File: src/rtl/core/sfe_pkg.sv
package sfe_pkg;

   localparam int unsigned VALUE_BITS = 11;
   localparam int unsigned ACC_BITS   = 18;
   localparam int unsigned PEND_BITS  = 5;
   localparam int unsigned DCNT_BITS  = 5;
   localparam int unsigned Q_DEPTH    = 2;
   localparam int unsigned Q_PTR_BITS = 1;
   localparam int unsigned Q_CNT_BITS = 2;

   localparam logic [VALUE_BITS-1:0] VALUE_MAX  = 11'h7ff;
   localparam logic [7:0]            START_BYTE = 8'h0f;
   localparam logic [7:0]            FLAGS_BYTE = 8'h00;
   localparam logic [DCNT_BITS-1:0]  DATA_BYTES = 5'd22;
   localparam logic [PEND_BITS-1:0]  BYTE_BITS  = 5'd8;

   typedef struct packed {
      logic [15:0] channel_value;
      logic        last_channel;
   } req_type;

   typedef struct packed {
      logic [7:0] frame_byte;
      logic       end_of_frame;
   } rsp_type;

   // classified request handed from front to back
   typedef struct packed {
      logic                  start;
      logic                  take;
      logic                  last;
      logic [VALUE_BITS-1:0] value;
   } entry_type;

   typedef enum logic [4:0] {
      ST_RUN   = 5'b00001,
      ST_START = 5'b00010,
      ST_FILL  = 5'b00100,
      ST_FLAGS = 5'b01000,
      ST_END   = 5'b10000
   } back_state_type;

endpackage

File: src/rtl/core/sfe_front.sv
module sfe_front #(
   parameter int unsigned CHANNEL_COUNT = 16
) (
   input  logic              clock,
   input  logic              reset,
   input  logic              req_valid,
   output logic              req_stall,
   input  sfe_pkg::req_type  req_payload,
   output logic              push,
   output sfe_pkg::entry_type push_entry,
   input  logic              q_full
);
   import sfe_pkg::*;

   logic                 frame_open_ff, frame_open_in;
   logic [4:0]           chan_ff, chan_in;
   logic                 accept;
   logic                 take;

   assign req_stall = q_full;
   assign accept    = req_valid && !q_full;
   assign take      = chan_ff < 5'(CHANNEL_COUNT);

   always_comb begin
      push_entry.start = !frame_open_ff;
      push_entry.take  = take;
      push_entry.last  = req_payload.last_channel;
      // clamp to eleven bits
      push_entry.value = (|req_payload.channel_value[15:VALUE_BITS]) ? VALUE_MAX
                         : req_payload.channel_value[VALUE_BITS-1:0];
   end

   assign push = accept;

   always_comb begin
      frame_open_in = frame_open_ff;
      chan_in       = chan_ff;
      if (accept) begin
         if (req_payload.last_channel) begin
            frame_open_in = 1'b0;
            chan_in       = '0;
         end else begin
            frame_open_in = 1'b1;
            chan_in       = chan_ff + 5'(take);
         end
      end
   end

   always_ff @(posedge clock) begin
      if (reset) begin
         frame_open_ff <= 1'b0;
         chan_ff       <= '0;
      end else begin
         frame_open_ff <= frame_open_in;
         chan_ff       <= chan_in;
      end
   end

endmodule

File: src/rtl/core/sfe_queue.sv
module sfe_queue (
   input  logic               clock,
   input  logic               reset,
   input  logic               push,
   input  sfe_pkg::entry_type push_entry,
   output logic               q_full,
   input  logic               pop,
   output logic               q_valid,
   output sfe_pkg::entry_type q_entry
);
   import sfe_pkg::*;

   entry_type               slot_ff [Q_DEPTH];
   logic [Q_PTR_BITS-1:0]   wr_ptr_ff, wr_ptr_in;
   logic [Q_PTR_BITS-1:0]   rd_ptr_ff, rd_ptr_in;
   logic [Q_CNT_BITS-1:0]   count_ff, count_in;

   assign q_full  = count_ff == Q_CNT_BITS'(Q_DEPTH);
   assign q_valid = count_ff != '0;
   assign q_entry = slot_ff[rd_ptr_ff];

   always_comb begin
      wr_ptr_in = push ? wr_ptr_ff + 1'b1 : wr_ptr_ff;
      rd_ptr_in = pop  ? rd_ptr_ff + 1'b1 : rd_ptr_ff;
      count_in  = count_ff + Q_CNT_BITS'(push) - Q_CNT_BITS'(pop);
   end

   always_ff @(posedge clock) begin
      if (push) begin
         slot_ff[wr_ptr_ff] <= push_entry;
      end
   end

   always_ff @(posedge clock) begin
      if (reset) begin
         wr_ptr_ff <= '0;
         rd_ptr_ff <= '0;
         count_ff  <= '0;
      end else begin
         wr_ptr_ff <= wr_ptr_in;
         rd_ptr_ff <= rd_ptr_in;
         count_ff  <= count_in;
      end
   end

endmodule

File: src/rtl/core/sfe_back.sv
module sfe_back (
   input  logic               clock,
   input  logic               reset,
   input  logic               q_valid,
   input  sfe_pkg::entry_type q_entry,
   output logic               pop,
   input  logic [7:0]         end_marker,
   output logic               rsp_valid,
   input  logic               rsp_stall,
   output sfe_pkg::rsp_type   rsp_payload
);
   import sfe_pkg::*;

   back_state_type        state_ff, state_in;
   logic [ACC_BITS-1:0]   acc_ff, acc_in, acc_s;
   logic [PEND_BITS-1:0]  pend_ff, pend_in, pend_s;
   logic [DCNT_BITS-1:0]  dcnt_ff, dcnt_in;
   logic                  last_due_ff, last_due_in;
   entry_type             cur_ff, cur_in;
   logic                  rsp_valid_ff, rsp_valid_in;
   rsp_type               rsp_payload_ff, rsp_payload_in;
   logic                  out_free;
   logic                  emit;
   logic [7:0]            emit_byte;
   logic                  emit_eof;

   assign out_free = !rsp_valid_ff || !rsp_stall;

   always_comb begin
      state_in    = state_ff;
      acc_in      = acc_ff;
      pend_in     = pend_ff;
      dcnt_in     = dcnt_ff;
      last_due_in = last_due_ff;
      cur_in      = cur_ff;
      acc_s       = acc_ff;
      pend_s      = pend_ff;
      pop         = 1'b0;
      emit        = 1'b0;
      emit_byte   = '0;
      emit_eof    = 1'b0;
      unique case (state_ff)
         ST_RUN: begin
            if (pend_ff >= BYTE_BITS && out_free) begin
               emit      = 1'b1;
               emit_byte = acc_ff[7:0];
               acc_s     = acc_ff >> 8;
               pend_s    = pend_ff - BYTE_BITS;
               dcnt_in   = dcnt_ff + 1'b1;
            end
            acc_in  = acc_s;
            pend_in = pend_s;
            // whole bytes drained: close the frame or take the next request
            if (pend_s < BYTE_BITS) begin
               if (last_due_ff) begin
                  state_in = ST_FILL;
               end else if (q_valid) begin
                  pop         = 1'b1;
                  cur_in      = q_entry;
                  last_due_in = q_entry.last;
                  if (q_entry.start) begin
                     state_in = ST_START;
                  end else if (q_entry.take) begin
                     acc_in  = acc_s | (ACC_BITS'(q_entry.value) << pend_s[2:0]);
                     pend_in = pend_s + PEND_BITS'(VALUE_BITS);
                  end
               end
            end
         end
         ST_START: begin
            if (out_free) begin
               emit      = 1'b1;
               emit_byte = START_BYTE;
               state_in  = ST_RUN;
               if (cur_ff.take) begin
                  acc_in  = acc_ff | (ACC_BITS'(cur_ff.value) << pend_ff[2:0]);
                  pend_in = pend_ff + PEND_BITS'(VALUE_BITS);
               end
            end
         end
         ST_FILL: begin
            // flush remaining bits, padded with zeros up to the full data area
            if (dcnt_ff == DATA_BYTES) begin
               state_in = ST_FLAGS;
            end else if (out_free) begin
               emit      = 1'b1;
               emit_byte = acc_ff[7:0];
               acc_in    = acc_ff >> 8;
               dcnt_in   = dcnt_ff + 1'b1;
            end
         end
         ST_FLAGS: begin
            if (out_free) begin
               emit      = 1'b1;
               emit_byte = FLAGS_BYTE;
               state_in  = ST_END;
            end
         end
         ST_END: begin
            if (out_free) begin
               emit        = 1'b1;
               emit_byte   = end_marker;
               emit_eof    = 1'b1;
               state_in    = ST_RUN;
               acc_in      = '0;
               pend_in     = '0;
               dcnt_in     = '0;
               last_due_in = 1'b0;
            end
         end
         default: begin
            state_in = ST_RUN;
         end
      endcase
   end

   always_comb begin
      rsp_payload_in = rsp_payload_ff;
      if (emit) begin
         rsp_valid_in              = 1'b1;
         rsp_payload_in.frame_byte   = emit_byte;
         rsp_payload_in.end_of_frame = emit_eof;
      end else begin
         rsp_valid_in = rsp_valid_ff && rsp_stall;
      end
   end

   always_ff @(posedge clock) begin
      if (reset) begin
         state_ff     <= ST_RUN;
         acc_ff       <= '0;
         pend_ff      <= '0;
         dcnt_ff      <= '0;
         last_due_ff  <= 1'b0;
         rsp_valid_ff <= 1'b0;
      end else begin
         state_ff     <= state_in;
         acc_ff       <= acc_in;
         pend_ff      <= pend_in;
         dcnt_ff      <= dcnt_in;
         last_due_ff  <= last_due_in;
         rsp_valid_ff <= rsp_valid_in;
      end
   end

   always_ff @(posedge clock) begin
      cur_ff         <= cur_in;
      rsp_payload_ff <= rsp_payload_in;
   end

   assign rsp_valid   = rsp_valid_ff;
   assign rsp_payload = rsp_payload_ff;

endmodule

File: src/rtl/core/sbus_frame_encoder.sv
// Path: with the back part idle, a request's first byte is registered in the queue slot,
// then in the back part's bit store or state, then in the output register.
// Throughput: at most one frame byte per cycle, none while rsp_stall holds the output; a
// taken data request causes one or two bytes. The opening request adds the start byte, and
// the closing request adds the zero fill, flags and end bytes.
// Reset (synchronous): no frame open, bit store empty, queue empty, end marker zero.
module sbus_frame_encoder #(
   parameter int unsigned CHANNEL_COUNT = 16
) (
   input  logic             clock,
   input  logic             reset,
   input  logic             req_valid,
   output logic             req_stall,
   input  sfe_pkg::req_type req_payload,
   output logic             rsp_valid,
   input  logic             rsp_stall,
   output sfe_pkg::rsp_type rsp_payload,
   input  logic             csr_write,
   input  logic [7:0]       csr_data
);
   import sfe_pkg::*;

   logic [7:0] end_marker_q_ff, end_marker_q_in;
   logic       push, pop, q_full, q_valid;
   entry_type  push_entry, q_entry;

   assign end_marker_q_in = csr_write ? csr_data : end_marker_q_ff;

   always_ff @(posedge clock) begin
      if (reset) begin
         end_marker_q_ff <= '0;
      end else begin
         end_marker_q_ff <= end_marker_q_in;
      end
   end

   sfe_front #(
      .CHANNEL_COUNT(CHANNEL_COUNT)
   ) u_front (
      .clock      (clock),
      .reset      (reset),
      .req_valid  (req_valid),
      .req_stall  (req_stall),
      .req_payload(req_payload),
      .push       (push),
      .push_entry (push_entry),
      .q_full     (q_full)
   );

   sfe_queue u_queue (
      .clock     (clock),
      .reset     (reset),
      .push      (push),
      .push_entry(push_entry),
      .q_full    (q_full),
      .pop       (pop),
      .q_valid   (q_valid),
      .q_entry   (q_entry)
   );

   sfe_back u_back (
      .clock      (clock),
      .reset      (reset),
      .q_valid    (q_valid),
      .q_entry    (q_entry),
      .pop        (pop),
      .end_marker (end_marker_q_ff),
      .rsp_valid  (rsp_valid),
      .rsp_stall  (rsp_stall),
      .rsp_payload(rsp_payload)
   );

endmodule
File: config.mk
export PLATFORM = sky130hd
export DESIGN_NAME = sbus_frame_encoder
export DESIGN_NICKNAME = d
export VERILOG_FILES = /design/src/rtl/core/sfe_pkg.sv /design/src/rtl/core/sfe_front.sv /design/src/rtl/core/sfe_queue.sv /design/src/rtl/core/sfe_back.sv /design/src/rtl/core/sbus_frame_encoder.sv
export SDC_FILE = /design/constraint.sdc
export NUM_CORES = 1
export LEC_CHECK = 0
export ABC_AREA = 1
export BUFFER_PORTS_ARGS = -buffer_cell sky130_fd_sc_hd__buf_2
export CORE_MARGIN = 2
export CORE_UTILIZATION = 50
export CTS_BUF_LIST = sky130_fd_sc_hd__clkbuf_4 sky130_fd_sc_hd__clkbuf_8 sky130_fd_sc_hd__clkbuf_16
export CTS_CLUSTER_DIAMETER = 50
export DETAILED_ROUTE_END_ITERATION = 7
export GPL_ROUTABILITY_DRIVEN = 0
export PLACE_DENSITY = 0.79
export SKIP_LAST_GASP = 1
export SLEW_MARGIN = 0
export SYNTH_ARGS = -nofsm -noshare
export SYNTH_HDL_FRONTEND = slang
export SYNTH_SLANG_ARGS = --single-unit
File: constraint.sdc
create_clock -name clock -period 9.12 [get_ports clock]
set_input_delay 1.824 -clock clock [delete_from_list [all_inputs] [get_ports clock]]
set_output_delay 1.824 -clock clock [all_outputs]
set_load 0.05 [all_outputs]
## Word level (Yosys, flattened, before mapping)

Memory sizes are Yosys's and may differ from the RTL's. A register that Yosys moved wholly into a read port is not among the register bits.
Index checks and enable logic that the tools add are counted.

| storage, ports and cells | value |
|---|---|
| register bits after elaboration | 74 |
| memory bits (writable) | 28 |
| input port bits | 30 |
| output and inout port bits | 11 |
| logic and storage cells | 138 |
| memories | 1 |

Memory list:

| name | depth | bits a word | read ports | clocked after Yosys merged registers in | write ports | line | text |
|---|---|---|---|---|---|---|---|
| u_queue.slot_ff | 2 | 14 | 1 | 1 | 1 | sfe_queue.sv:13 | `entry_type slot_ff [Q_DEPTH];` |

| operators by class | value |
|---|---|
| add/sub/neg operators | 9 |
| magnitude comparators | 3 |
| equal/unequal tests | 19 |
| shift-type cells | 2 |
| mux-type cells | 63 |
| bitwise logic cells | 3 |
| reductions and logical operators | 22 |

Operators by type and width:

| operator | count |
|---|---|
| $mux 18 | 12 |
| $mux 5 | 21 |
| $pmux 18 s4 | 1 |
| $or 18x18->18 | 2 |
| $shl 11x3->18 | 2 |
| $mux 8 | 4 |
| $pmux 8 s4 | 1 |
| $pmux 5 s3 | 2 |
| $pmux 5 s4 | 1 |
| $ne 2x1->1 const B | 9 |
| $mux 1 | 17 |
| $reduce_and 6->1 | 2 |
| $mux 11 | 1 |
| $add 5x4->5 const B | 2 |
| $eq 5x5->1 const B | 2 |
| $reduce_and 4->1 | 2 |
| $reduce_bool 3->1 | 2 |
| $add 5x1->5 | 1 |
| $add 5x1->5 const B | 1 |
| $eq 5x1->1 const B | 1 |
| $eq 5x2->1 const B | 1 |
| $eq 5x3->1 const B | 1 |
| $eq 5x4->1 const B | 1 |
| $ge 5x4->1 const B | 1 |
| other kinds (24) | 31 |

## Longest topological paths before layout

| depth | value |
|---|---|
| depth in word-level cells | 13 |
| gate-level depth with buffers | 19 |
| gate-level depth less buffers | 17 |

## Modules after synthesis

Synthesis repeated with hierarchy kept, for this count alone.

| second synthesis, totals | value |
|---|---|
| cells, all modules | 816 |
| area total of the unflattened synthesis | 6032.0 sq um |

Modules (own cells, without submodules):

| module | instances | cells each | area an instance (sq um) | sequential area each (sq um) |
|---|---|---|---|---|
| sfe_back | 1 | 624 | 4023.9 | 1331.3 |
| sfe_queue | 1 | 74 | 1233.7 | 940.9 |
| sfe_front | 1 | 67 | 432.9 | 120.1 |
| sbus_frame_encoder | 1 | 51 | 341.6 | 160.2 |

## Worst setup path after synthesis

Ideal clock, no wire load.

| timing path | value |
|---|---|
| kind | input -> register |
| start point | in rsp_stall |
| end point | reg u_back.cur_ff[0] (netlist name), enable pin |
| library setup time | 0.396 ns |
| arrival time | 3.359 ns |
| required time | 8.724 ns |
| path slack | 5.365 ns |
| stages | 7 |
| path buffers | 1 |
| path through | nand2_1 buf_2 nand2_2 nand2_1 nand2_1 nand2_1 nor3_1 |

| on the way | value |
|---|---|
| cells in the longest elaborated chain, start to end | 7 |

RTL lines:

| item | line | text |
|---|---|---|
| start: declaration | sbus_frame_encoder.sv:16 | `input logic rsp_stall,` |
| $logic_not 1->1 | sfe_back.sv:27 | `assign out_free = !rsp_valid_ff \|\| !rsp_stall;` |
| $logic_or 1x1->1 | sfe_back.sv:27 |  |
| $logic_and 1x1->1 | sfe_back.sv:44 | `if (pend_ff >= BYTE_BITS && out_free) begin` |
| $mux 5 | sfe_back.sv:44 |  |
| $mux 5 | sfe_back.sv:42 | `unique case (state_ff)` |
| $lt 5x4->1 | sfe_back.sv:54 | `if (pend_s < BYTE_BITS) begin` |
| $reduce_and 4->1 (no source line) | -- |  |
| end signal: assignment | sfe_back.sv:147 | `cur_ff <= cur_in;` |
| end: declaration | sfe_back.sv:19 | `entry_type cur_ff, cur_in;` |

No other way between the ends. The select of a mux whose other input is x is not followed.
A chain may end at the register's enable or synchronous reset.

## Final worst setup path

| timing path | value |
|---|---|
| start point | reg u_back.pend_ff[1] |
| end point | reg u_queue.count_ff[1] |

| on the way | value |
|---|---|
| cells in the longest elaborated chain, start to end | 8 |
| elaborated cells between the ends (all ways) | 9 |
| those cells by class | add/sub (2); order compare (2); mux (4); reduce/logical (1) |

RTL lines:

| item | line | text |
|---|---|---|
| start: declaration | sfe_back.sv:16 | `logic [PEND_BITS-1:0] pend_ff, pend_in, pend_s;` |
| start signal: assignment | sfe_back.sv:139 | `pend_ff <= pend_in;` |
| $ge 5x4->1 | sfe_back.sv:44 |  |
| $logic_and 1x1->1 | sfe_back.sv:44 |  |
| $mux 5 (*) | sfe_back.sv:44 |  |
| $mux 5 (*) | sfe_back.sv:42 |  |
| $lt 5x4->1 (*) | sfe_back.sv:54 |  |
| $mux 1 (*) | sfe_back.sv:54 |  |
| $mux 1 (*) | sfe_back.sv:42 |  |
| net pop | sbus_frame_encoder.sv:24 | `logic push, pop, q_full, q_valid;` |
| $sub 2x1->2 (*) | sfe_queue.sv:25 | `count_in = count_ff + Q_CNT_BITS'(push) - Q_CNT_BITS'(pop);` |
| end signal: assignment | sfe_queue.sv:42 | `count_ff <= count_in;` |
| end: declaration | sfe_queue.sv:16 | `logic [Q_CNT_BITS-1:0] count_ff, count_in;` |

The timed path passes the listed nets; every way through them passes the cells marked *. The select of a mux whose other input is x is not followed.

==> results.txt <==
- The initialized floorplan defines 39 standard-cell rows.
- For this configuration, the core starts out at a cell density of 0.514.
* Worst setup EP type: flop
- When the netlist entered floorplanning its net count stood at roughly 850.
- Synthesis inferred 103 register bits.
- Wire length of the first global-routing pass: 23400 microns
- The placed instances occupy a cell area of 0.00614 sq mm.
- Share of final-layout standard cells stronger than drive strength 1: 0.109
- Leakage power figure: 2.63 nW
* H-tree level count: 3
- Total via count after detailed routing: 5417
- Of the synthesized area, sequential elements account for 0.433.
- Worst min-delay path endpoint: u_queue.count_ff[1]
- In this run the horizontal extent of the chip is 113 microns.
* Final critical-path share of the clock period: 0.477
- Averaged over all synthesized cells, the footprint is about 7.3 sq um.
- Worst r2r dst: u_queue.count_ff[1]
* Final layout net count: approximately 870
* Internal power consumption: 0.00103 W
- The worst hold path begins at u_queue.count_ff[1].
- For the worst-skew pair, the clock arrives at the later sink with an insertion delay of 0.35 ns.
- TritonCTS built the clock tree.
- Number of maximum-capacitance violations: 0
- Entering global routing, the biggest net connects 37 pins.
- The clock period could shrink to 4.35 ns.
- Total standard cell area after synthesis: 0.00590 sq mm
- After global routing the overflow that remains totals 0.
* Longest Clk Path Bufs: 2
- Least-Margin Pin Slew: ~1.2 ns
- Gates resized during post-CTS repair numbered 0.
- Vias per cell: 5.54
* Floorplan die height: around 110 microns
* Share of synthesized registers carrying an async set or reset: 0
* Total setup buffers inserted after CTS: 0
* TritonRoute pass-1 iters: 6
* Worst reg-to-reg path cell count: 17
* Number of enable-type register cells in the synthesized netlist: 49
- Antenna cell count: 0
- STA classifies the critical path startpoint as a flop.
- The share of total power dissipated in combinational logic is 0.448.
- Final number of max-transition violations: 0
- CORE AREA: 0.0115 sq mm
* Commonest register cell after synthesis: dfxtp_1
* Post-route cell area: about 0.0064 sq mm
- Max Clock Skew: 0.00782 ns
* P_sw: 0.000835 W
- Pwr per Cell Area: 290 mW/mm^2
- For this run, the number of Yosys warnings is 0.
- Counting every sink on the clock net gives 103.
- The run finished with clean final reports.
- In this run the remaining antenna-violating nets after routing total 0.
- Setup violations remaining at the end of the flow were counted as 0.
- Share of total power in sequential cells: 0.357
- Class of the tightest hold or removal check: reg -> reg
- The floorplan step defined a die boundary enclosing approximately 0.013 sq mm.
- Final-layout setup total negative slack: 0 ns
- Clock tree synthesis selected as its root buffer the cell clkbuf_16.
- After detailed routing, the average wire length per cell comes to 14.4 microns.
- The via count of the first global-routing pass was 4931.
- Switching part of the total power: 0.449
- Number of port buffers: 40
* Launching point of the worst reg2reg path: u_back.pend_ff[1]
* Number of antenna violations at the first check in global routing: 0
* Reg2reg setup slack: 4.77 ns
- Crit path from: u_back.pend_ff[1]
* Worst Path Class, Setup: reg -> reg
- Number of design-rule violations left by the first detailed-router iteration: between 500 and 600
* Maximum fanout count along the critical path: 27
* Number of buffers added to fix hold violations after cts: 0
- Across all hold checks on the routed design, the worst slack comes to 0.453 ns.
- Number of clock buffers inserted by TritonCTS: 9
- # IOs: 41
* Max frequency: 230 MHz
- Hold Fails Final Rpt: 0
- Total track usage: 0.227
* Area growth from synthesis to final layout: 8.79%
* Required time of the critical path: between 9 and 10 ns
* CTS clk-pin slew, worst paths: around 0.07 ns
* Final core utilization: 0.559
- Worst ir drop on vdd: 0.251 mV
- Along the worst hold path, the cell count comes to 1.
* Placed wire-length estimate: 10000 microns
- Setup repair after global routing left no endpoint under its margin.
- In the routed design, unresolved DRC markers number 0.
* Arrival time reported for the critical path endpoint: 4.63 ns
- Number of instances in the synthesized netlist: 807
* Part of the total power dissipated in the clock network: 0.194
- Synth unique cells: 39
* Relative max-transition margin: 0.183
- For this block, the routed nets add up to 14100 microns of wire.
power by group through the flow:
stage	Clock [W]	Sequential [W]	Combinational, W
floorplan	0	0.000726	0.000595
global route	0.000387	0.000676	0.000933
global placement	0	0.000672	0.000804
detailed placement	0	0.000673	0.000819
CTS	0.000366	0.000664	0.000822
finish	0.000362	0.000665	0.000834
metal layers:
layer / vias up / share of wire / track usage
li1: 2747 / - / -
met1: 2420 / 0.44 / 0.307
met2: 234 / 0.46 / 0.362
met3: 16 / 0.096 / 0.0610
met4: 0 / 0.011 / 0.0593
met5: - / 0 / 0
cell families after synthesis:
kind of cell	count (synthesis)	share of synthesized area
XOR/XNOR	4	0.00594
adder cells (fa/ha/maj)	9	0.0191
AO/OA/AOI/OAI	139	0.124
flip-flops	103	0.433
AND/OR/NAND/NOR	443	0.341
buffers and inverters	109	0.0764
stage by stage:
step / total power, W / instances / worst slack, ns
after floorplan: 0.00132 / 807 / 5.36
after global placement: 0.00148 / 961 / 5.00
after detailed placement: 0.00149 / 961 / 4.90
after CTS: 0.00185 / 977 / 4.90
after global routing: 0.00200 / 977 / 4.36
final: 0.00186 / 977 / 4.77
sequential cells by signal, summed over array words and instances, names as in the netlist, 2 cells and up, named ones only:
signal,cells
u_queue.slot_ff,28
u_back.acc_ff,18
u_back.cur_ff,12
u_back.rsp_payload,9
end_marker_q_ff,8
u_back.dcnt_ff,5
u_back.pend_ff,5
u_back.state_ff,5
u_front.chan_ff,5
u_queue.count_ff,2
how the worst max path moves through the flow:
stage	end	slack, ns
global route	u_queue.count_ff[1]	4.36
detailed placement	u_queue.count_ff[1]	4.90
CTS	u_queue.count_ff[1]	4.90
global placement	u_queue.count_ff[1]	5.00
finish	u_queue.count_ff[1]	4.77
floorplan	u_back.cur_ff[0]	5.36
layout make-up:
type	instances	area [sq um]
clock buffers	10	233
clock inverters	6	43.8
fillers	1077	5050
inverters	78	298
multi-input cells	595	2890
flip-flops and latches	103	2550
well taps	143	179
repair buffers	42	215
cell usage in the layout, fill, tap and decap left out, types with 3 or more instances in the layout:
| cell | count |
|---|---|
| o21bai_1 | 7 |
| nor2_4 | 5 |
| buf_2 | 40 |
| o21ai_1 | 10 |
| o211ai_1 | 3 |
| nor3_1 | 11 |
| ha_1 | 9 |
| clkbuf_16 | 9 |
| dfxtp_1 | 54 |
| xnor2_1 | 3 |
| a21oi_1 | 55 |
| inv_1 | 70 |
| nand2_4 | 3 |
| nor2_1 | 67 |
| inv_4 | 3 |
| nor2_2 | 3 |
| edfxtp_1 | 49 |
| nand3_1 | 105 |
| inv_2 | 3 |
| or2_2 | 7 |
| clkinv_1 | 3 |
| nand2_2 | 3 |
| nand3b_1 | 6 |
| o21ai_0 | 59 |
| nand4_1 | 11 |
| nand2_1 | 214 |
cells in the mapped netlist (8+ instances only):
library cell	count	area share
o21ai_1	10	0.0085
clkbuf_1	14	0.0089
inv_1	70	0.045
nand3_1	105	0.089
edfxtp_1	49	0.25
ha_1	9	0.019
nand4_1	11	0.012
a21oi_1	55	0.047
buf_2	8	0.0068
nor2_1	67	0.043
nor3_1	11	0.0093
dfxtp_1	54	0.18
nand2_1	214	0.14
o21ai_0	59	0.050
critical path: stages, from the launching register on:
cell      delay, ns
dfxtp_1        0.87
clkinv_1       0.85
ha_1           0.46
nand2_1        0.06
inv_1          0.04
nand2_1        0.05
nand2_1        0.09
nand2_2        0.34
nand2_1        0.09
nand2_1        0.18
nand2_1        0.17
nor3_2         0.22
ha_1           0.27
inv_1          0.05
ha_1           0.14
xor2_1         0.17
o21ai_0        0.10
a21oi_1        0.16
(Power assumes the default switching activity.)
